**src/hdl/eds_pkg.sv**
```systemverilog
// ----------------------------------------------------------------------------
// eds_pkg
// Shared types and codes for the elevator dispatch scheduler.
// ----------------------------------------------------------------------------
package eds_pkg;

    // Input item types.
    localparam logic [2:0] REQ_FLOOR    = 3'd0;
    localparam logic [2:0] REQ_DISPATCH = 3'd1;
    localparam logic [2:0] REQ_STATUS   = 3'd2;
    localparam logic [2:0] REQ_TRIP     = 3'd3;
    localparam logic [2:0] REQ_FAULT    = 3'd4;

    // Result kinds.
    localparam logic [1:0] KIND_ASSIGN  = 2'd0;
    localparam logic [1:0] KIND_NO_CAR  = 2'd1;
    localparam logic [1:0] KIND_NOTIFY  = 2'd2;
    localparam logic [1:0] KIND_DROPPED = 2'd3;

    localparam logic [3:0] PENALTY_RESET = 4'd2;

    typedef struct packed {
        logic [2:0] req_type;
        logic [5:0] floor;
        logic [5:0] dest_floor;
        logic       going_up;
        logic [1:0] fault_flag;
        logic [2:0] elevator_id;
        logic [5:0] trip_pickup;
    } in_item_t;

    typedef struct packed {
        logic [1:0] out_kind;
        logic [2:0] car_id;
        logic [5:0] origin_floor;
        logic [5:0] pickup_floor;
        logic [5:0] target_floor;
        logic       dir_up;
        logic [1:0] fault_tag;
    } out_item_t;

    // Commands from the controller to the datapath.
    typedef struct packed {
        logic latch;     // capture the accepted beat
        logic execute;   // apply a non-dispatch item
        logic pop;       // fetch and pop the head request
        logic scan;      // compare the current car
        logic commit;    // apply the assignment and form the result
    } eds_cmd_t;

    // Status from the datapath to the controller.
    typedef struct packed {
        logic has_request;  // some FIFO holds a request
        logic scan_last;    // current car is the last one
        logic has_result;   // executed item produced a result
    } eds_sts_t;

endpackage

```
**src/hdl/eds_stream_if.sv**
```systemverilog
// ----------------------------------------------------------------------------
// eds_stream_if
// Valid/ready channel carrying one payload beat.
// ----------------------------------------------------------------------------
interface eds_stream_if #(parameter type payload_t = logic);
    logic     valid;
    logic     ready;
    payload_t data;

    modport source (output valid, output data, input ready);
    modport sink (input valid, input data, output ready);
endinterface

```
**src/hdl/eds_datapath.sv**
```systemverilog
// ----------------------------------------------------------------------------
// eds_datapath
// Request FIFOs, car table, sequential best-car search and result forming.
// ----------------------------------------------------------------------------
module eds_datapath #(
    parameter int NUM_CARS   = 8,
    parameter int FIFO_DEPTH = 16,
    parameter int FLOOR_BITS = 6,
    parameter int LOAD_BITS  = 8
) (
    input  logic                 clk,
    input  logic                 rst_n,
    input  eds_pkg::eds_cmd_t    cmd,
    output eds_pkg::eds_sts_t    sts,
    input  eds_pkg::in_item_t    in_data,
    input  logic                 cfg_we,
    input  logic [3:0]           cfg_wdata,
    output eds_pkg::out_item_t   result
);
    localparam int CAR_W  = (NUM_CARS > 1) ? $clog2(NUM_CARS) : 1;
    localparam int PTR_W  = $clog2(FIFO_DEPTH);
    localparam int CNT_W  = $clog2(FIFO_DEPTH + 1);
    localparam int DIST_W = FLOOR_BITS + 1;
    localparam logic [LOAD_BITS-1:0] LOAD_MAX = '1;
    localparam logic [CNT_W-1:0] DEPTH_C = CNT_W'(FIFO_DEPTH);

    typedef struct packed {
        logic [FLOOR_BITS-1:0] floor;
        logic [FLOOR_BITS-1:0] dest;
        logic [1:0]            tag;
    } call_t;

    // Captured item and configuration.
    eds_pkg::in_item_t item_reg;
    logic [3:0]        penalty_reg;

    always_ff @(posedge clk)
    begin
        if (cmd.latch)
        begin
            item_reg <= in_data;
        end
    end

    always_ff @(posedge clk or negedge rst_n)
    begin
        if (!rst_n)
        begin
            penalty_reg <= eds_pkg::PENALTY_RESET;
        end
        else if (cfg_we)
        begin
            penalty_reg <= cfg_wdata;
        end
    end

    logic [FLOOR_BITS-1:0] it_floor, it_dest, it_pick;
    logic [2:0]            it_id;
    logic                  id_ok;
    assign it_floor = item_reg.floor[FLOOR_BITS-1:0];
    assign it_dest  = item_reg.dest_floor[FLOOR_BITS-1:0];
    assign it_pick  = item_reg.trip_pickup[FLOOR_BITS-1:0];
    assign it_id    = item_reg.elevator_id;
    assign id_ok    = ({29'd0, it_id} < 32'(NUM_CARS));
    logic [CAR_W-1:0] id_idx;
    assign id_idx = CAR_W'(it_id);

    // Circular FIFOs in memories, pointers and counts in flops.
    call_t up_mem [FIFO_DEPTH];
    call_t dn_mem [FIFO_DEPTH];
    logic [PTR_W-1:0] up_wp_reg, up_rp_reg, dn_wp_reg, dn_rp_reg;
    logic [CNT_W-1:0] up_cnt_reg, dn_cnt_reg;
    call_t up_rd_reg, dn_rd_reg;
    logic  push_up, push_dn, pop_up, pop_dn, up_full, dn_full;

    assign up_full = (up_cnt_reg == DEPTH_C);
    assign dn_full = (dn_cnt_reg == DEPTH_C);
    assign push_up = cmd.execute && item_reg.req_type == eds_pkg::REQ_FLOOR
                     && item_reg.going_up && !up_full;
    assign push_dn = cmd.execute && item_reg.req_type == eds_pkg::REQ_FLOOR
                     && !item_reg.going_up && !dn_full;
    assign pop_up  = cmd.pop && up_cnt_reg != '0;
    assign pop_dn  = cmd.pop && up_cnt_reg == '0 && dn_cnt_reg != '0;
    assign sts.has_request = (up_cnt_reg != '0) || (dn_cnt_reg != '0);

    function automatic logic [PTR_W-1:0] ptr_inc(input logic [PTR_W-1:0] p);
        ptr_inc = (p == PTR_W'(FIFO_DEPTH - 1)) ? '0 : p + 1'b1;
    endfunction

    always_ff @(posedge clk)
    begin
        if (push_up)
        begin
            up_mem[up_wp_reg] <= '{it_floor, it_dest, item_reg.fault_flag};
        end
        if (push_dn)
        begin
            dn_mem[dn_wp_reg] <= '{it_floor, it_dest, item_reg.fault_flag};
        end
        up_rd_reg <= up_mem[up_rp_reg];
        dn_rd_reg <= dn_mem[dn_rp_reg];
    end

    always_ff @(posedge clk or negedge rst_n)
    begin
        if (!rst_n)
        begin
            up_wp_reg  <= '0;
            up_rp_reg  <= '0;
            dn_wp_reg  <= '0;
            dn_rp_reg  <= '0;
            up_cnt_reg <= '0;
            dn_cnt_reg <= '0;
        end
        else
        begin
            if (push_up)
            begin
                up_wp_reg  <= ptr_inc(up_wp_reg);
                up_cnt_reg <= up_cnt_reg + 1'b1;
            end
            if (pop_up)
            begin
                up_rp_reg  <= ptr_inc(up_rp_reg);
                up_cnt_reg <= up_cnt_reg - 1'b1;
            end
            if (push_dn)
            begin
                dn_wp_reg  <= ptr_inc(dn_wp_reg);
                dn_cnt_reg <= dn_cnt_reg + 1'b1;
            end
            if (pop_dn)
            begin
                dn_rp_reg  <= ptr_inc(dn_rp_reg);
                dn_cnt_reg <= dn_cnt_reg - 1'b1;
            end
        end
    end

    // Which FIFO the head came from; the read register holds the head in the cycle after the pop.
    logic req_up_reg, sel_pend_reg;
    call_t rq_reg;
    always_ff @(posedge clk)
    begin
        if (cmd.pop)
        begin
            req_up_reg <= pop_up;
        end
    end
    always_ff @(posedge clk or negedge rst_n)
    begin
        if (!rst_n)
        begin
            sel_pend_reg <= 1'b0;
        end
        else
        begin
            sel_pend_reg <= cmd.pop;
        end
    end
    always_ff @(posedge clk)
    begin
        if (sel_pend_reg)
        begin
            rq_reg <= req_up_reg ? up_rd_reg : dn_rd_reg;
        end
    end

    // Car table.
    logic [FLOOR_BITS-1:0] car_floor_reg [NUM_CARS];
    logic [FLOOR_BITS-1:0] car_prev_reg  [NUM_CARS];
    logic [LOAD_BITS-1:0]  car_load_reg  [NUM_CARS];
    logic [NUM_CARS-1:0]   car_known_reg, car_faulty_reg, car_dir_up_reg, car_dir_ok_reg;

    // Scan state.
    logic [CAR_W-1:0]     scan_idx_reg, best_idx_reg;
    logic                 best_ok_reg;
    logic [LOAD_BITS-1:0] best_load_reg;
    logic [DIST_W+3:0]    best_dist_reg;
    assign sts.scan_last = (32'(scan_idx_reg) == NUM_CARS - 1);

    logic [DIST_W+3:0] car_cost;
    logic              elig, better;
    always_comb
    begin
        logic [FLOOR_BITS-1:0] cf;
        cf = car_floor_reg[scan_idx_reg];
        car_cost = (cf > rq_reg.floor) ? (DIST_W+4)'(cf - rq_reg.floor)
                                       : (DIST_W+4)'(rq_reg.floor - cf);
        if (car_dir_ok_reg[scan_idx_reg] && car_dir_up_reg[scan_idx_reg] != req_up_reg)
        begin
            car_cost = car_cost + (DIST_W+4)'(penalty_reg);
        end
        elig = car_known_reg[scan_idx_reg] && !car_faulty_reg[scan_idx_reg];
        better = elig && (!best_ok_reg || car_load_reg[scan_idx_reg] < best_load_reg
                 || (car_load_reg[scan_idx_reg] == best_load_reg
                     && car_cost < best_dist_reg));
    end

    always_ff @(posedge clk or negedge rst_n)
    begin
        if (!rst_n)
        begin
            scan_idx_reg <= '0;
            best_ok_reg  <= 1'b0;
        end
        else if (cmd.pop)
        begin
            scan_idx_reg <= '0;
            best_ok_reg  <= 1'b0;
        end
        else if (cmd.scan)
        begin
            if (!sts.scan_last)
            begin
                scan_idx_reg <= scan_idx_reg + 1'b1;
            end
            if (better)
            begin
                best_ok_reg <= 1'b1;
            end
        end
    end

    always_ff @(posedge clk)
    begin
        if (cmd.scan && better)
        begin
            best_idx_reg  <= scan_idx_reg;
            best_load_reg <= car_load_reg[scan_idx_reg];
            best_dist_reg <= car_cost;
        end
    end

    // Car table updates.
    always_ff @(posedge clk or negedge rst_n)
    begin
        if (!rst_n)
        begin
            car_known_reg  <= '0;
            car_faulty_reg <= '0;
            car_dir_up_reg <= '0;
            car_dir_ok_reg <= '0;
            for (int i = 0; i < NUM_CARS; i++)
            begin
                car_floor_reg[i] <= '0;
                car_prev_reg[i]  <= '0;
                car_load_reg[i]  <= '0;
            end
        end
        else if (cmd.commit && best_ok_reg)
        begin
            car_prev_reg[best_idx_reg]   <= car_floor_reg[best_idx_reg];
            car_dir_up_reg[best_idx_reg] <= req_up_reg;
            car_dir_ok_reg[best_idx_reg] <= 1'b1;
            if (car_load_reg[best_idx_reg] != LOAD_MAX)
            begin
                car_load_reg[best_idx_reg] <= car_load_reg[best_idx_reg] + 1'b1;
            end
        end
        else if (cmd.execute && id_ok)
        begin
            if (item_reg.req_type == eds_pkg::REQ_STATUS)
            begin
                car_floor_reg[id_idx]  <= it_floor;
                car_known_reg[id_idx]  <= 1'b1;
                car_faulty_reg[id_idx] <= 1'b0;
            end
            else if (item_reg.req_type == eds_pkg::REQ_FAULT)
            begin
                car_faulty_reg[id_idx] <= 1'b1;
            end
        end
    end

    // Results of non-dispatch items.
    assign sts.has_result =
        (item_reg.req_type == eds_pkg::REQ_FLOOR && (item_reg.going_up ? up_full : dn_full))
        || (item_reg.req_type == eds_pkg::REQ_TRIP && id_ok);

    always_comb
    begin
        result = '0;
        if (cmd.commit)
        begin
            result.out_kind     = best_ok_reg ? eds_pkg::KIND_ASSIGN : eds_pkg::KIND_NO_CAR;
            result.car_id       = best_ok_reg ? 3'(best_idx_reg) : 3'd0;
            result.origin_floor = best_ok_reg ? 6'(car_floor_reg[best_idx_reg]) : 6'd0;
            result.pickup_floor = 6'(rq_reg.floor);
            result.target_floor = 6'(rq_reg.dest);
            result.dir_up       = req_up_reg;
            result.fault_tag    = rq_reg.tag;
        end
        else if (item_reg.req_type == eds_pkg::REQ_TRIP)
        begin
            result.out_kind     = eds_pkg::KIND_NOTIFY;
            result.car_id       = it_id;
            result.origin_floor = 6'(car_prev_reg[id_idx]);
            result.pickup_floor = 6'(it_pick);
            result.target_floor = 6'(it_dest);
        end
        else
        begin
            result.out_kind     = eds_pkg::KIND_DROPPED;
            result.pickup_floor = 6'(it_floor);
            result.target_floor = 6'(it_dest);
            result.dir_up       = item_reg.going_up;
            result.fault_tag    = item_reg.fault_flag;
        end
    end

    // A FIFO never holds more than its depth.
    assert property (@(posedge clk) disable iff (!rst_n) up_cnt_reg <= DEPTH_C)
        else $error("up FIFO count overflow");
    assert property (@(posedge clk) disable iff (!rst_n) dn_cnt_reg <= DEPTH_C)
        else $error("down FIFO count overflow");
    // Pops only happen when a request is present.
    assert property (@(posedge clk) disable iff (!rst_n) cmd.pop |-> sts.has_request)
        else $error("pop from empty FIFOs");

endmodule

```
**src/hdl/eds_controller.sv**
```systemverilog
// ----------------------------------------------------------------------------
// eds_controller
// Sequences item acceptance, car scan and result delivery.
// ----------------------------------------------------------------------------
module eds_controller (
    input  logic              clk,
    input  logic              rst_n,
    input  logic              in_valid,
    output logic              in_ready,
    output logic              out_valid,
    input  logic              out_ready,
    input  eds_pkg::in_item_t in_data,
    input  eds_pkg::out_item_t result,
    output eds_pkg::out_item_t out_data,
    output eds_pkg::eds_cmd_t cmd,
    input  eds_pkg::eds_sts_t sts
);
    localparam logic [2:0] ST_IDLE   = 3'd0;
    localparam logic [2:0] ST_EXEC   = 3'd1;
    localparam logic [2:0] ST_FETCH  = 3'd2;
    localparam logic [2:0] ST_LOAD   = 3'd3;
    localparam logic [2:0] ST_SCAN   = 3'd4;
    localparam logic [2:0] ST_COMMIT = 3'd5;

    logic [2:0] state_reg, state_next;
    logic       out_valid_reg;
    logic       load_out;
    eds_pkg::out_item_t out_data_reg;

    assign out_valid = out_valid_reg;
    assign out_data  = out_data_reg;
    // The output register holds a result while the next beat is taken.
    assign in_ready  = (state_reg == ST_IDLE);

    always_comb
    begin
        state_next = state_reg;
        cmd        = '0;
        load_out   = 1'b0;
        unique case (state_reg)
            ST_IDLE:
            begin
                if (in_valid)
                begin
                    cmd.latch  = 1'b1;
                    state_next = (in_data.req_type == eds_pkg::REQ_DISPATCH) ? ST_FETCH : ST_EXEC;
                end
            end
            ST_EXEC:
            begin
                if (!sts.has_result)
                begin
                    cmd.execute = 1'b1;
                    state_next  = ST_IDLE;
                end
                else if (!out_valid_reg || out_ready)
                begin
                    cmd.execute = 1'b1;
                    load_out    = 1'b1;
                    state_next  = ST_IDLE;
                end
            end
            ST_FETCH:
            begin
                if (sts.has_request)
                begin
                    cmd.pop    = 1'b1;
                    state_next = ST_LOAD;
                end
                else
                begin
                    state_next = ST_IDLE;
                end
            end
            ST_LOAD:
            begin
                state_next = ST_SCAN;
            end
            ST_SCAN:
            begin
                cmd.scan = 1'b1;
                if (sts.scan_last)
                begin
                    state_next = ST_COMMIT;
                end
            end
            ST_COMMIT:
            begin
                if (!out_valid_reg || out_ready)
                begin
                    cmd.commit = 1'b1;
                    load_out   = 1'b1;
                    state_next = ST_IDLE;
                end
            end
            default:
            begin
                state_next = ST_IDLE;
            end
        endcase
    end

    always_ff @(posedge clk or negedge rst_n)
    begin
        if (!rst_n)
        begin
            state_reg     <= ST_IDLE;
            out_valid_reg <= 1'b0;
        end
        else
        begin
            state_reg <= state_next;
            if (load_out)
            begin
                out_valid_reg <= 1'b1;
            end
            else if (out_ready)
            begin
                out_valid_reg <= 1'b0;
            end
        end
    end

    always_ff @(posedge clk)
    begin
        if (load_out)
        begin
            out_data_reg <= result;
        end
    end

    // Only one datapath command is issued per cycle.
    assert property (@(posedge clk) disable iff (!rst_n) $onehot0(cmd))
        else $error("overlapping datapath commands");
    // A pending result is never overwritten.
    assert property (@(posedge clk) disable iff (!rst_n)
        (out_valid_reg && !out_ready) |-> !load_out)
        else $error("result overwritten");
    // A commit always returns to idle.
    assert property (@(posedge clk) disable iff (!rst_n)
        cmd.commit |=> state_reg == ST_IDLE)
        else $error("commit did not finish");

endmodule

```
**src/hdl/elevator_dispatch_scheduler.sv**
```systemverilog
// ----------------------------------------------------------------------------
// elevator_dispatch_scheduler
// Hall-call dispatcher with up/down request FIFOs and least-load car choice.
// ----------------------------------------------------------------------------
// One item is handled at a time. A floor request, status update, trip
// completion or fault report is captured, then executed before the block is
// ready for the next beat. A dispatch with a request waiting captures the
// beat, pops the FIFO head, waits for the FIFO memory read, compares one car
// per cycle in the search, and commits; with no request it returns to idle.
// A waiting result sits in an output register, so the next beat is accepted
// before it is taken; a new result waits until that register is free.
module elevator_dispatch_scheduler #(
    parameter int NUM_CARS   = 8,
    parameter int FIFO_DEPTH = 16,
    parameter int FLOOR_BITS = 6,
    parameter int LOAD_BITS  = 8
) (
    input logic       clk,
    input logic       rst_n,
    eds_stream_if.sink   in_ch,
    eds_stream_if.source out_ch,
    input logic       cfg_we,
    input logic [3:0] cfg_wdata
);
    eds_pkg::eds_cmd_t  cmd;
    eds_pkg::eds_sts_t  sts;
    eds_pkg::out_item_t result;

    eds_controller u_ctrl (
        .clk       (clk),
        .rst_n     (rst_n),
        .in_valid  (in_ch.valid),
        .in_ready  (in_ch.ready),
        .out_valid (out_ch.valid),
        .out_ready (out_ch.ready),
        .in_data   (in_ch.data),
        .result    (result),
        .out_data  (out_ch.data),
        .cmd       (cmd),
        .sts       (sts)
    );

    eds_datapath #(
        .NUM_CARS   (NUM_CARS),
        .FIFO_DEPTH (FIFO_DEPTH),
        .FLOOR_BITS (FLOOR_BITS),
        .LOAD_BITS  (LOAD_BITS)
    ) u_dp (
        .clk       (clk),
        .rst_n     (rst_n),
        .cmd       (cmd),
        .sts       (sts),
        .in_data   (in_ch.data),
        .cfg_we    (cfg_we),
        .cfg_wdata (cfg_wdata),
        .result    (result)
    );

endmodule
```
**src/flat_wrapper.sv**
```systemverilog
// flat-port wrapper written by rule: the top's interface ports become plain ports
module elevator_dispatch_scheduler_flat 
#(
    parameter int NUM_CARS   = 8,
    parameter int FIFO_DEPTH = 16,
    parameter int FLOOR_BITS = 6,
    parameter int LOAD_BITS  = 8
)
  (clk, rst_n, cfg_we, cfg_wdata, in_ch_valid, in_ch_data, in_ch_ready, out_ch_valid, out_ch_data, out_ch_ready);
  eds_stream_if in_ch_i ();
  eds_stream_if out_ch_i ();
  input logic clk;
  input logic rst_n;
  input logic cfg_we;
  input logic [3:0] cfg_wdata;
  input wire logic [$bits(in_ch_i.valid)-1:0] in_ch_valid;
  input wire logic [$bits(in_ch_i.data)-1:0] in_ch_data;
  output wire logic [$bits(in_ch_i.ready)-1:0] in_ch_ready;
  output wire logic [$bits(out_ch_i.valid)-1:0] out_ch_valid;
  output wire logic [$bits(out_ch_i.data)-1:0] out_ch_data;
  input wire logic [$bits(out_ch_i.ready)-1:0] out_ch_ready;
  assign in_ch_i.valid = in_ch_valid;
  assign in_ch_i.data = in_ch_data;
  assign in_ch_ready = in_ch_i.ready;
  assign out_ch_valid = out_ch_i.valid;
  assign out_ch_data = out_ch_i.data;
  assign out_ch_i.ready = out_ch_ready;
  elevator_dispatch_scheduler #(.NUM_CARS(NUM_CARS), .FIFO_DEPTH(FIFO_DEPTH), .FLOOR_BITS(FLOOR_BITS), .LOAD_BITS(LOAD_BITS)) u_core (.clk(clk), .rst_n(rst_n), .in_ch(in_ch_i), .out_ch(out_ch_i), .cfg_we(cfg_we), .cfg_wdata(cfg_wdata));
endmodule
```
**config.mk**
```make
export PLATFORM = sky130hd
export DESIGN_NAME = elevator_dispatch_scheduler_flat
export DESIGN_NICKNAME = d
export VERILOG_FILES = /design/src/hdl/eds_pkg.sv /design/src/hdl/eds_stream_if.sv /design/src/hdl/eds_datapath.sv /design/src/hdl/eds_controller.sv /design/src/hdl/elevator_dispatch_scheduler.sv /design/src/flat_wrapper.sv
export SDC_FILE = /design/constraint.sdc
export NUM_CORES = 1
export LEC_CHECK = 0
export BUFFER_PORTS_ARGS = -buffer_cell sky130_fd_sc_hd__buf_2
export CAP_MARGIN = 20
export CORE_MARGIN = 3
export CORE_UTILIZATION = 45
export DETAILED_ROUTE_END_ITERATION = 6
export MAX_ROUTING_LAYER = met4
export PLACE_DENSITY = 0.65
export SLEW_MARGIN = 0
export SYNTH_ARGS = -nofsm -noshare
export SYNTH_HDL_FRONTEND = slang
export SYNTH_SLANG_ARGS = --single-unit
```
**constraint.sdc**
```tcl
create_clock -name clk -period 3.6 [get_ports clk]
set_input_delay 0.72 -clock clk [delete_from_list [all_inputs] [get_ports clk]]
set_output_delay 0.72 -clock clk [all_outputs]
set_load 0.005 [all_outputs]
```
==> results of run 1 <==
final timing paths:
check,cells after the start,end,start
worst max-delay path,11,u_core.u_dp.dn_cnt_reg[4],u_core.u_dp.up_cnt_reg[0]
worst min-delay path,1,u_core.u_dp.dn_cnt_reg[1],rst_n
worst max register to register,11,u_core.u_dp.dn_cnt_reg[4],u_core.u_dp.up_cnt_reg[0]
worst min register to register,1,u_core.u_dp.up_cnt_reg[4],u_core.u_dp.up_cnt_reg[4]
max in group asynchronous,1,u_core.u_ctrl.state_reg[0],rst_n
min in group clk,1,u_core.u_dp.up_cnt_reg[4],u_core.u_dp.up_cnt_reg[4]
cell usage after synthesis (2+ instances only):
library cell               number
sky130_fd_sc_hd__mux2i_1        2
sky130_fd_sc_hd__a21o_1         2
sky130_fd_sc_hd__o21ai_1        4
sky130_fd_sc_hd__xnor2_1        5
sky130_fd_sc_hd__a21oi_1        2
sky130_fd_sc_hd__inv_1          8
sky130_fd_sc_hd__xor2_1         4
sky130_fd_sc_hd__o21a_1         3
sky130_fd_sc_hd__nand2_1        8
sky130_fd_sc_hd__dfrtp_1       17
sky130_fd_sc_hd__nor3_1         3
sky130_fd_sc_hd__nor2_1         4
sky130_fd_sc_hd__nor2b_1        2
sky130_fd_sc_hd__nand2b_1       2
sky130_fd_sc_hd__ha_1           7
sky130_fd_sc_hd__o21ai_0        2
through the flow:
step | power, mW | hold slack [ps] | std cells | instance area (sq um)
floorplan | 0.3903 | 424.4 | 91 | 963.4
global placement | 0.4160 | 464.2 | 121 | 1011
detailed placement | 0.4246 | 465.3 | 121 | 1011
CTS | 0.5294 | 344.8 | 125 | 1037
global route | 0.5718 | 358.2 | 125 | 1037
finish | 0.5193 | 337.2 | 125 | 1037
cells by family (layout without fill, tap and decap cells):
logic type	Yosys count	count (layout)	synth area share (%)
AO/OA/AOI/OAI	16	16	12.86
XOR/XNOR	9	9	8.181
adder cells (fa/ha/maj)	8	8	11.17
buffers and inverters	10	17	4.286
flip-flops	17	17	44.16
multiplexers	2	2	2.078
other	1	1	0.3892
AND/OR/NAND/NOR	28	28	16.88
worst reg2reg max path, stage by stage (launching register included):
cell                        delay (ps)
sky130_fd_sc_hd__dfrtp_1           410
sky130_fd_sc_hd__inv_1              90
sky130_fd_sc_hd__ha_1              130
sky130_fd_sc_hd__or4b_4            490
sky130_fd_sc_hd__a2111oi_4         500
sky130_fd_sc_hd__inv_1             110
sky130_fd_sc_hd__fa_1              420
sky130_fd_sc_hd__nor2b_1           140
sky130_fd_sc_hd__o21a_1            140
sky130_fd_sc_hd__nor3_1             60
sky130_fd_sc_hd__nor3_2            190
sky130_fd_sc_hd__xnor2_1           140
power by group through the flow:
| stage | clock network [mW] | registers, mW | logic [mW] |
|---|---|---|---|
| 2_1_floorplan | 0 | 0.266 | 0.125 |
| 5_1_grt | 0.112 | 0.281 | 0.179 |
| 3_5_place_dp | 0 | 0.275 | 0.150 |
| 4_1_cts | 0.107 | 0.271 | 0.151 |
| 3_3_place_gp | 0 | 0.273 | 0.143 |
| 6_report | 0.101 | 0.271 | 0.148 |
layout make-up:
class,count,area (sq um),share of cell area (%)
sequential,17,425.4,41.01
inverter,8,30.03,2.895
tap,27,33.78,3.257
multi-input combinational,64,496.7,47.89
timing repair buffer,5,25.02,2.413
clock buffer,4,26.28,2.533
metal layers:
layer	track usage (%)	up-vias
met2	21.97	7
met4	7.660	0
met3	2.564	2
met5	-	-
met1	17.66	296
li1	-	328
==> results by group, run 1 <==
Status
  • Run status: completed

STA
  • Setup ws final: 715.7 ps
  • Achievable Freq: between 300 and 400 MHz
  • Setup Viol. Count Final: 0
  • Period Utilization, post-route: 80.12%
  • Final min period: about 2900 ps
  • Endpoints failing hold: 0
  • Setup repair after global routing missed its margin: false
  • Actual slew at the worst max-slew pin: 546.4 ps
  • Total Neg Setup Slack: 0 ps
  • Final max-slew violation count: 0
  • Post-Route Skew: 3.652 ps
  • Headroom to the max-slew limit: a little under two thirds

Power and ir drop
  • Logic pwr share: about 28%
  • Total power density per cell area: 500.6 nW/um^2
  • Leakage power total: ~0.48 nW
  • Sequential share of power: 52.2%
  • Net switching power of the design: between 0.15 and 0.2 mW
  • Clock Power Share: between 10% and 20%
  • Sw Share: 33.51%
  • Internal Dissipation: 0.3453 mW
  • Max IR drop VDD: 237.1 uV

Route
  • Vias per std cell: between 5 and 6
  • Highest metal used: met4
  • Total wire length after detailed routing: about 1.5 mm
  • Number of DRC markers in iteration 0: 2
  • Routed metal-1 wirelength: approximately 730 um
  • Count of antenna-violating nets left after detailed routing: 0
  • DR pass1 iterations: 2
  • Detailed-routed wire length on met3: 57 um
  • Wire length on met2: 664 um
  • DRC violation count after routing: 0
  • Detailed-route via count: 633
  • Routed length per placed instance: roughly 12 um

Yosys
  • Cell types with the largest area share after synthesis: sky130_fd_sc_hd__dfrtp_1 44%, sky130_fd_sc_hd__ha_1 9.1%, sky130_fd_sc_hd__xnor2_1 4.5%, sky130_fd_sc_hd__xor2_1 3.6%, sky130_fd_sc_hd__inv_1 3.1%
  • Netlist area before placement: 963.4 sq um
  • Nets in the synthesized netlist: roughly 110
  • Synthesis-stage register bit count: 17
  • Number of different library cells in the post-synthesis netlist: 32
  • Most used flip-flop cell after synthesis: sky130_fd_sc_hd__dfrtp_1
  • Yosys top cell area share: between 40 and 50%
  • Sequential area share after synthesis: ~44%
  • Number of enable-type register cells in the synthesized netlist: 0
  • Ys async rst share: 100.0%
  • Yosys synthesis warning count: 0
  • Leading area contributor after synthesis: sky130_fd_sc_hd__dfrtp_1
  • Post-synthesis instance total: 91
  • Average cell area after synthesis: 10.59 sq um

Worst setup path
  • Kind of cell with the highest combined delay on the critical path: simple AND/OR/NAND/NOR gates
  • Slowest-stage cell, CP: sky130_fd_sc_hd__a2111oi_4
  • Biggest fanout along the worst timing path: 7
  • Type of element launching the critical path: register
  • Arrival time of the worst setup path: 3100 ps
  • Biggest cell delay along the critical path: 500 ps
  • FF-to-FF setup slack: slightly above 700 ps
  • Crit Path Category: register to register
  • WP data required: around 3800 ps
  • Cell type with the highest occurrence count on the critical path: sky130_fd_sc_hd__inv_1
  • Critical path capture point type: register
  • Sum of buffers and inverters on the critical path: 2
  • Cells traversed along the worst timing path: inv_1, ha_1, or4b_4, a2111oi_4, inv_1, fa_1, nor2b_1, o21a_1, nor3_1, nor3_2, xnor2_1

Layout
  • Share of layout cells above drive strength 1: a little over an eighth
  • Commonest cells after routing, fill and taps aside: 17 x sky130_fd_sc_hd__dfrtp_1, 8 x sky130_fd_sc_hd__inv_1, 8 x sky130_fd_sc_hd__nand2_1
  • # diodes: 0
  • Final layout net count: 117
  • Post-synthesis to final-layout area growth: 7.662%
  • Final design utilization: between 50% and 60%
  • Commonest non-fill, non-tap cell in the layout: sky130_fd_sc_hd__dfrtp_1
  • Filler cell count in the final layout: 193

Global route
  • Maximum number of pins on one net before global-route repair: 18
  • Total routing usage reported by global routing: 14.21%
  • Antenna violations before repair: 0
  • Wire length of the first global-routing pass: between 2 and 3 mm
  • Total global routing overflow: 0
  • Number of global-route vias before repair: 645

Floorplan
  • Initial Utilization: 48.12%
  • Area of the placeable core: 2002 sq um
  • Die Wd: 52.27 um
  • Total I/O pin count: 13
  • Number of rows created at floorplan: 16
  • Die Outline Area: 2732 sq um
  • Height of the die: approximately 52 um

Place
  • Final RePlAce weighted congestion: about 0.73
  • Placed wire-length estimate: 1.095 mm
  • Pre-CTS setup slack: 710.5 ps
  • Port-buffer cells: 5

Clock network
  • Number of buffers added by the clock tree synthesis step: 3
  • Worst-path clk slew: around 100 ps
  • Number of setup buffers added after CTS: 0
  • CTS tree: yes
  • Number of instances resized during post-cts repair: 0
  • Worst-Skew Late Latency: 280 ps
  • Number of hold buffers added after CTS: 0
  • Total number of clock tree sinks: 17
  • Number of levels the H-tree was split into: 1
  • Cell chosen for the clock root: sky130_fd_sc_hd__clkbuf_4
  • CTS Buffer Depth: 2

Run
  • Number of maximum-capacitance violations: 0

Worst hold path
  • Min-Delay Path Class: primary input to async pin
No activity file was read; power rests on OpenSTA's default activity.
==> run 2: changes to the inputs <==
- clock period: 3.6 -> 2.7 ns (I/O delays scaled with it)
==> results by group, run 2 (synthesis gave the netlist of run 1 again) <==
Worst hold path
  • Min-Delay Path Class: primary input to async pin (unchanged)

Power and ir drop
  • Net switching power of the design: 0.2547 mW (was 0.1740 mW)
  • Internal Dissipation: 0.4838 mW (was 0.3453 mW)
  • Sequential share of power: 49.7% (was 52.2%)
  • Clock Power Share: 18.9% (was 19.4%)
  • Max IR drop VDD: 343.3 uV (was 237.1 uV)
  • Sw Share: 34.49% (was 33.51%)
  • Leakage power total: 0.5353 nW (was 0.4807 nW)
  • Total power density per cell area: 640.9 nW/um^2 (was 500.6 nW/um^2)
  • Logic pwr share: 31.4% (was 28.4%)

Floorplan
  • Initial Utilization: 48.12% (unchanged)
  • Die Outline Area: 2732 sq um (unchanged)
  • Total I/O pin count: 13 (unchanged)
  • Height of the die: 52.27 um (unchanged)
  • Die Wd: 52.27 um (unchanged)
  • Number of rows created at floorplan: 16 (unchanged)
  • Area of the placeable core: 2002 sq um (unchanged)

STA
  • Endpoints failing hold: 0 (unchanged)
  • Achievable Freq: 366.8 MHz (was 346.7 MHz)
  • Total Neg Setup Slack: -26.63 ps (was 0 ps)
  • Headroom to the max-slew limit: 61.50% (was 63.49%)
  • Post-Route Skew: 3.562 ps (was 3.652 ps)
  • Setup Viol. Count Final: 1 (was 0)
  • Setup ws final: -26.63 ps (was 715.7 ps)
  • Period Utilization, post-route: 101.0% (was 80.12%)
  • Setup repair after global routing missed its margin: true (was false)
  • Final min period: 2727 ps (was 2884 ps)
  • Post-Route Hold Slack: 156.0 ps (was 337.2 ps)
  • Final max-slew violation count: 0 (unchanged)
  • Actual slew at the worst max-slew pin: 576.2 ps (was 546.4 ps)

Worst setup path
  • Source of the worst register-to-register timing path: u_core.u_dp.up_cnt_reg[1] (was u_core.u_dp.up_cnt_reg[0])
  • Biggest fanout along the worst timing path: 3 (was 7)
  • WP data required: 2920 ps (was 3810 ps)
  • Crit Path Category: register to register (unchanged)
  • Arrival time of the worst setup path: 2950 ps (was 3100 ps)
  • Critical path capture point type: register (unchanged)
  • Crit path from: u_core.u_dp.up_cnt_reg[1] (was u_core.u_dp.up_cnt_reg[0])
  • Type of element launching the critical path: register (unchanged)

Clock network
  • Number of buffers added by the clock tree synthesis step: 3 (unchanged)
  • Total number of clock tree sinks: 17 (unchanged)
  • Number of levels the H-tree was split into: 1 (unchanged)
  • Worst-Skew Late Latency: 290 ps (was 280 ps)
  • Worst-path clk slew: 100 ps (about the same)
  • CTS Buffer Depth: 2 (unchanged)
  • CTS tree: yes (unchanged)
  • Cell chosen for the clock root: sky130_fd_sc_hd__clkbuf_4 (unchanged)

Global route
  • Total global routing overflow: 0 (unchanged)
  • Maximum number of pins on one net before global-route repair: 18 (unchanged)
  • Total routing usage reported by global routing: 14.20% (was 14.21%)
  • Number of global-route vias before repair: 644 (was 645)
  • Antenna violations before repair: 0 (unchanged)
  • Wire length of the first global-routing pass: 2.739 mm (was 2.787 mm)

Layout
  • Footprint of the multi-input gates: 533.0 sq um (was 496.7 sq um)
  • Commonest non-fill, non-tap cell in the layout: sky130_fd_sc_hd__dfrtp_1 (unchanged)
  • Final layout net count: 127 (was 117)
  • # diodes: 0 (unchanged)
  • Filler cell count in the final layout: 183 (was 193)
  • Final design utilization: 57.56% (was 51.81%)
  • Share of layout cells above drive strength 1: 27.78% (was 13.27%)
  • Commonest cells after routing, fill and taps aside: 17 x sky130_fd_sc_hd__dfrtp_1, 9 x sky130_fd_sc_hd__buf_4, 8 x sky130_fd_sc_hd__nand2_1 (was 17 x sky130_fd_sc_hd__dfrtp_1, 8 x sky130_fd_sc_hd__inv_1, 8 x sky130_fd_sc_hd__nand2_1)
  • Total area of sequential cells: 425.4 sq um (unchanged)
  • Non-filler cells, final: 135 (was 125)
  • Post-synthesis to final-layout area growth: 19.61% (was 7.662%)

Status
  • Failing checks: setup timing
  • Run status: finished, violations left (was completed)

Place
  • Placed Instances: 125 (was 121)
  • Port-buffer cells: 5 (unchanged)
  • Final RePlAce weighted congestion: 0.7653 (was 0.7349)
  • Pre-CTS setup slack: -13.63 ps (was 710.5 ps)
  • Placed wire-length estimate: 1.153 mm (was 1.095 mm)

Route
  • DRC violation count after routing: 0 (unchanged)
  • Routed length per placed instance: 12.76 um (was 11.66 um)
  • Total wire length after detailed routing: 1.722 mm (was 1.457 mm)
  • Vias per std cell: 5.044 (was 5.064)
  • Detailed-route via count: 681 (was 633)
  • Count of antenna-violating nets left after detailed routing: 0 (unchanged)
  • DR pass1 iterations: 3 (was 2)
  • Number of DRC markers in iteration 0: 7 (was 2)

Run
  • Number of maximum-capacitance violations: 0 (unchanged)
[run 2: power by group through the flow]
stage,Clock (mW),Sequential [mW],Combinational (mW)
6_report,0.140,0.367,0.232
2_1_floorplan,0,0.354,0.166
3_5_place_dp,0,0.367,0.201
3_3_place_gp,0,0.365,0.191
5_1_grt,0.155,0.374,0.268
4_1_cts,0.145,0.363,0.201
[run 2: path summary, 6_finish.rpt]
kind,slack [ps],depth (start not counted),end
worst max-delay path,-30,10,u_core.u_dp.dn_cnt_reg[4]
worst min-delay path,160,1,u_core.u_ctrl.out_valid
worst max register to register,-30,10,u_core.u_dp.dn_cnt_reg[4]
worst min register to register,500,1,u_core.u_dp.up_cnt_reg[3]
max in group asynchronous,2270,1,u_core.u_dp.up_cnt_reg[3]
min in group clk,500,1,u_core.u_dp.up_cnt_reg[3]
[run 2: per-stage QoR]
step | cell area [sq um] | power [mW]
floorplan | 963.4 | 0.5204
global route | 1152 | 0.7970
CTS | 1067 | 0.7084
global placement | 1041 | 0.5562
finish | 1152 | 0.7385
detailed placement | 1041 | 0.5682
[run 2: metal layers]
metal  part of all wire [%]  track usage, %  up-vias
li1                       -               -      341
met1                     47           17.81      327
met4                    2.1           7.660        0
met5                      0               -        -
met2                     48           21.13        9
met3                    3.1           3.419        4
[run 2: cell type report]
class                      count  share of cell area (%)
clock buffer                   4                   2.280
multi-input combinational     64                   46.25
tap                           27                   2.932
inverter                       8                   2.606
sequential                    17                   36.92
timing repair buffer          15                   9.012
[run 2: worst max-delay path, stage by stage (launching register included)]
cell and delay, ps:
sky130_fd_sc_hd__dfrtp_1 420, sky130_fd_sc_hd__inv_2 90, sky130_fd_sc_hd__ha_4 120, sky130_fd_sc_hd__or4b_4 470, sky130_fd_sc_hd__a2111oi_4 390, sky130_fd_sc_hd__ha_1 320
sky130_fd_sc_hd__nor2b_1 140, sky130_fd_sc_hd__o21a_1 210, sky130_fd_sc_hd__o21a_1 200, sky130_fd_sc_hd__nor3_2 180, sky130_fd_sc_hd__xnor2_1 130
[run 2: repair_timing]
action	4_1_cts	5_1_grt
hold buffers	0	0
setup endpoints to repair	1	1
pin swaps	1	12
cloned	0	0
setup buffers	0	6
gates resized for setup	0	9
==> run 3: changes to the inputs <==
- PLACE_DENSITY: 0.65 -> 0.67
- SKIP_LAST_GASP: unset -> 1
- clock period: 2.7 -> 2.5 ns (I/O delays scaled with it)
==> results by group, run 3 (synthesis gave the netlist of run 1 again) <==
Clock network
  • Worst-Skew Late Latency: 280 ps (was 290 ps)
  • Number of hold buffers added after CTS: 0 (unchanged)
  • CTS tree: yes (unchanged)
  • Worst-path clk slew: 100 ps (about the same)
  • Number of levels the H-tree was split into: 1 (unchanged)
  • CTS Buffer Depth: 2 (unchanged)
  • Number of buffers added by the clock tree synthesis step: 3 (unchanged)
  • Total number of clock tree sinks: 17 (unchanged)
  • Cell chosen for the clock root: sky130_fd_sc_hd__clkbuf_4 (unchanged)

Floorplan
  • Total I/O pin count: 13 (unchanged)
  • Die Wd: 52.27 um (unchanged)
  • Initial Utilization: 48.12% (unchanged)
  • Area of the placeable core: 2002 sq um (unchanged)
  • Height of the die: 52.27 um (unchanged)
  • Die Outline Area: 2732 sq um (unchanged)
  • Number of rows created at floorplan: 16 (unchanged)

STA
  • Total Neg Setup Slack: -48.80 ps (was -26.63 ps)
  • Post-Route Skew: 4.506 ps (was 3.562 ps)
  • Setup Viol. Count Final: 1 (unchanged)
  • Headroom to the max-slew limit: 62.90% (was 61.50%)
  • Achievable Freq: 392.3 MHz (was 366.8 MHz)
  • Actual slew at the worst max-slew pin: 555.2 ps (was 576.2 ps)
  • Setup repair after global routing missed its margin: true (unchanged)
  • Setup ws final: -48.80 ps (was -26.63 ps)
  • Endpoints failing hold: 0 (unchanged)
  • Period Utilization, post-route: 102.0% (was 101.0%)
  • Final min period: 2549 ps (was 2727 ps)
  • Post-Route Hold Slack: 119.6 ps (was 156.0 ps)
  • Final max-slew violation count: 0 (unchanged)

Layout
  • Final layout net count: 133 (was 127)
  • Commonest non-fill, non-tap cell in the layout: sky130_fd_sc_hd__dfrtp_1 (unchanged)
  • Non-filler cells, final: 141 (was 135)
  • Commonest cells after routing, fill and taps aside: 17 x sky130_fd_sc_hd__dfrtp_1, 16 x sky130_fd_sc_hd__buf_4, 8 x sky130_fd_sc_hd__nand2_1 (was 17 x sky130_fd_sc_hd__dfrtp_1, 9 x sky130_fd_sc_hd__buf_4, 8 x sky130_fd_sc_hd__nand2_1)
  • # diodes: 0 (unchanged)
  • Post-synthesis to final-layout area growth: 23.51% (was 19.61%)
  • Final design utilization: 59.44% (was 57.56%)
  • Filler cell count in the final layout: 169 (was 183)
  • Share of layout cells above drive strength 1: 31.58% (was 27.78%)

Global route
  • Met1 demand-to-capacity share in global routing: 18.41% (was 17.81%)
  • Wire length of the first global-routing pass: 3.077 mm (was 2.739 mm)
  • Most used routing layer in global routing: met2 (unchanged)
  • Maximum number of pins on one net before global-route repair: 18 (unchanged)
  • Antenna violations before repair: 0 (unchanged)
  • Met3 Track Usage GR: 2.564% (was 3.419%)
  • Total routing usage reported by global routing: 15.20% (was 14.20%)
  • Number of global-route vias before repair: 751 (was 644)
  • Met2 global-route usage: 25.73% (was 21.13%)
  • Total global routing overflow: 0 (unchanged)

Place
  • Placed wire-length estimate: 1.275 mm (was 1.153 mm)
  • Placed Instances: 135 (was 125)
  • Port-buffer cells: 5 (unchanged)
  • Final RePlAce weighted congestion: 0.7117 (was 0.7653)

Route
  • Routed length per placed instance: 12.09 um (was 12.76 um)
  • Count of antenna-violating nets left after detailed routing: 0 (unchanged)
  • Number of DRC markers in iteration 0: 7 (unchanged)
  • Total wire length after detailed routing: 1.704 mm (was 1.722 mm)
  • DRC violation count after routing: 0 (unchanged)
  • Detailed-route via count: 711 (was 681)
  • DR pass1 iterations: 4 (was 3)
  • Vias per std cell: 5.043 (was 5.044)

Worst setup path
  • Biggest fanout along the worst timing path: 4 (was 3)
  • WP data required: 2710 ps (was 2920 ps)
  • Crit Path Category: register to register (unchanged)
  • Arrival time of the worst setup path: 2760 ps (was 2950 ps)
  • Type of element launching the critical path: register (unchanged)
  • Critical path capture point type: register (unchanged)
  • Slowest-stage cell, CP: sky130_fd_sc_hd__or4b_4 (unchanged)
  • Biggest cell delay along the critical path: 470 ps (about the same)
  • Cells traversed along the worst timing path: inv_2, ha_4, or4b_4, a2111oi_4, inv_1, fa_2, nor2b_1, o21a_1, nor3_1, nor3_2, xnor2_1 (was inv_2, ha_4, or4b_4, a2111oi_4, ha_1, nor2b_1, o21a_1, o21a_1, nor3_2, xnor2_1)
  • Sum of buffers and inverters on the critical path: 2 (was 1)
  • Kind of cell with the highest combined delay on the critical path: simple AND/OR/NAND/NOR gates (was compound AO/OA/AOI/OAI gates)

Status
  • Run status: finished, violations left (unchanged)
  • Failing checks: setup timing (unchanged)

Worst hold path
  • Min-Delay Path Class: primary input to async pin (unchanged)

Run
  • Number of maximum-capacitance violations: 0 (unchanged)

Power and ir drop
  • Max IR drop VDD: 289.9 uV (was 343.3 uV)
  • Total power density per cell area: 678.4 nW/um^2 (was 640.9 nW/um^2)
  • Tot Pwr: 0.8072 mW (was 0.7385 mW)
  • Leakage power total: 0.5673 nW (was 0.5353 nW)
[run 3: changes by cell type in the layout (fill, tap and decap cells not counted), sizes merged]
cell | before | now
buf | 15 | 21
clkbuf | 4 | 3
clkinv | 0 | 1
[run 3: timing repair]
item,CTS,global route
pin swaps,4,4
buffers inserted,2,1
gates resized for setup,2,5
cloned,0,0
setup endpoints to repair,2,2
[run 3: final timing paths]
path	startpoint	to	slack (ps)	cells after the start
max reg2reg	u_core.u_dp.up_cnt_reg[0]	u_core.u_dp.dn_cnt_reg[4]	-50	11
min in group clk	u_core.u_dp.up_cnt_reg[4]	u_core.u_dp.up_cnt_reg[4]	490	1
max	u_core.u_dp.up_cnt_reg[0]	u_core.u_dp.dn_cnt_reg[4]	-50	11
max in group asynchronous	rst_n	u_core.u_dp.up_cnt_reg[3]	2100	1
min reg2reg	u_core.u_dp.up_cnt_reg[4]	u_core.u_dp.up_cnt_reg[4]	490	1
min	rst_n	u_core.u_ctrl.state_reg[0]	120	1
[run 3: per-stage QoR]
stage                     worst slack [ps]  instance area [sq um]
after CTS                           -70.38                   1165
final                               -48.80                   1190
after global placement              -144.3                   1116
after global routing                -263.5                   1190
after floorplan                     -170.2                  963.4
after detailed placement            -190.0                   1116
[run 3: layer usage]
metal / wire length (um) / part of all wire, %
met3: 43 / 2.5
met1: 766 / 45
met4: 9 / 0.53
met2: 884 / 52
met5: 0 / 0
[run 3: area by class of cell]
| class | count | area (sq um) | area share (%) |
|---|---|---|---|
| timing repair buffer | 21 | 145.1 | 12.20 |
| clock inverter | 1 | 5.005 | 0.4206 |
| tap | 27 | 33.78 | 2.839 |
| inverter | 8 | 30.03 | 2.524 |
| multi-input combinational | 64 | 528.0 | 44.37 |
| clock buffer | 3 | 22.52 | 1.893 |
| sequential | 17 | 425.4 | 35.75 |
[run 3: where the power goes]
group | internal (mW) | switching [mW]
clock network | 0.0593 | 0.0871
logic | 0.139 | 0.125
registers | 0.334 | 0.0629
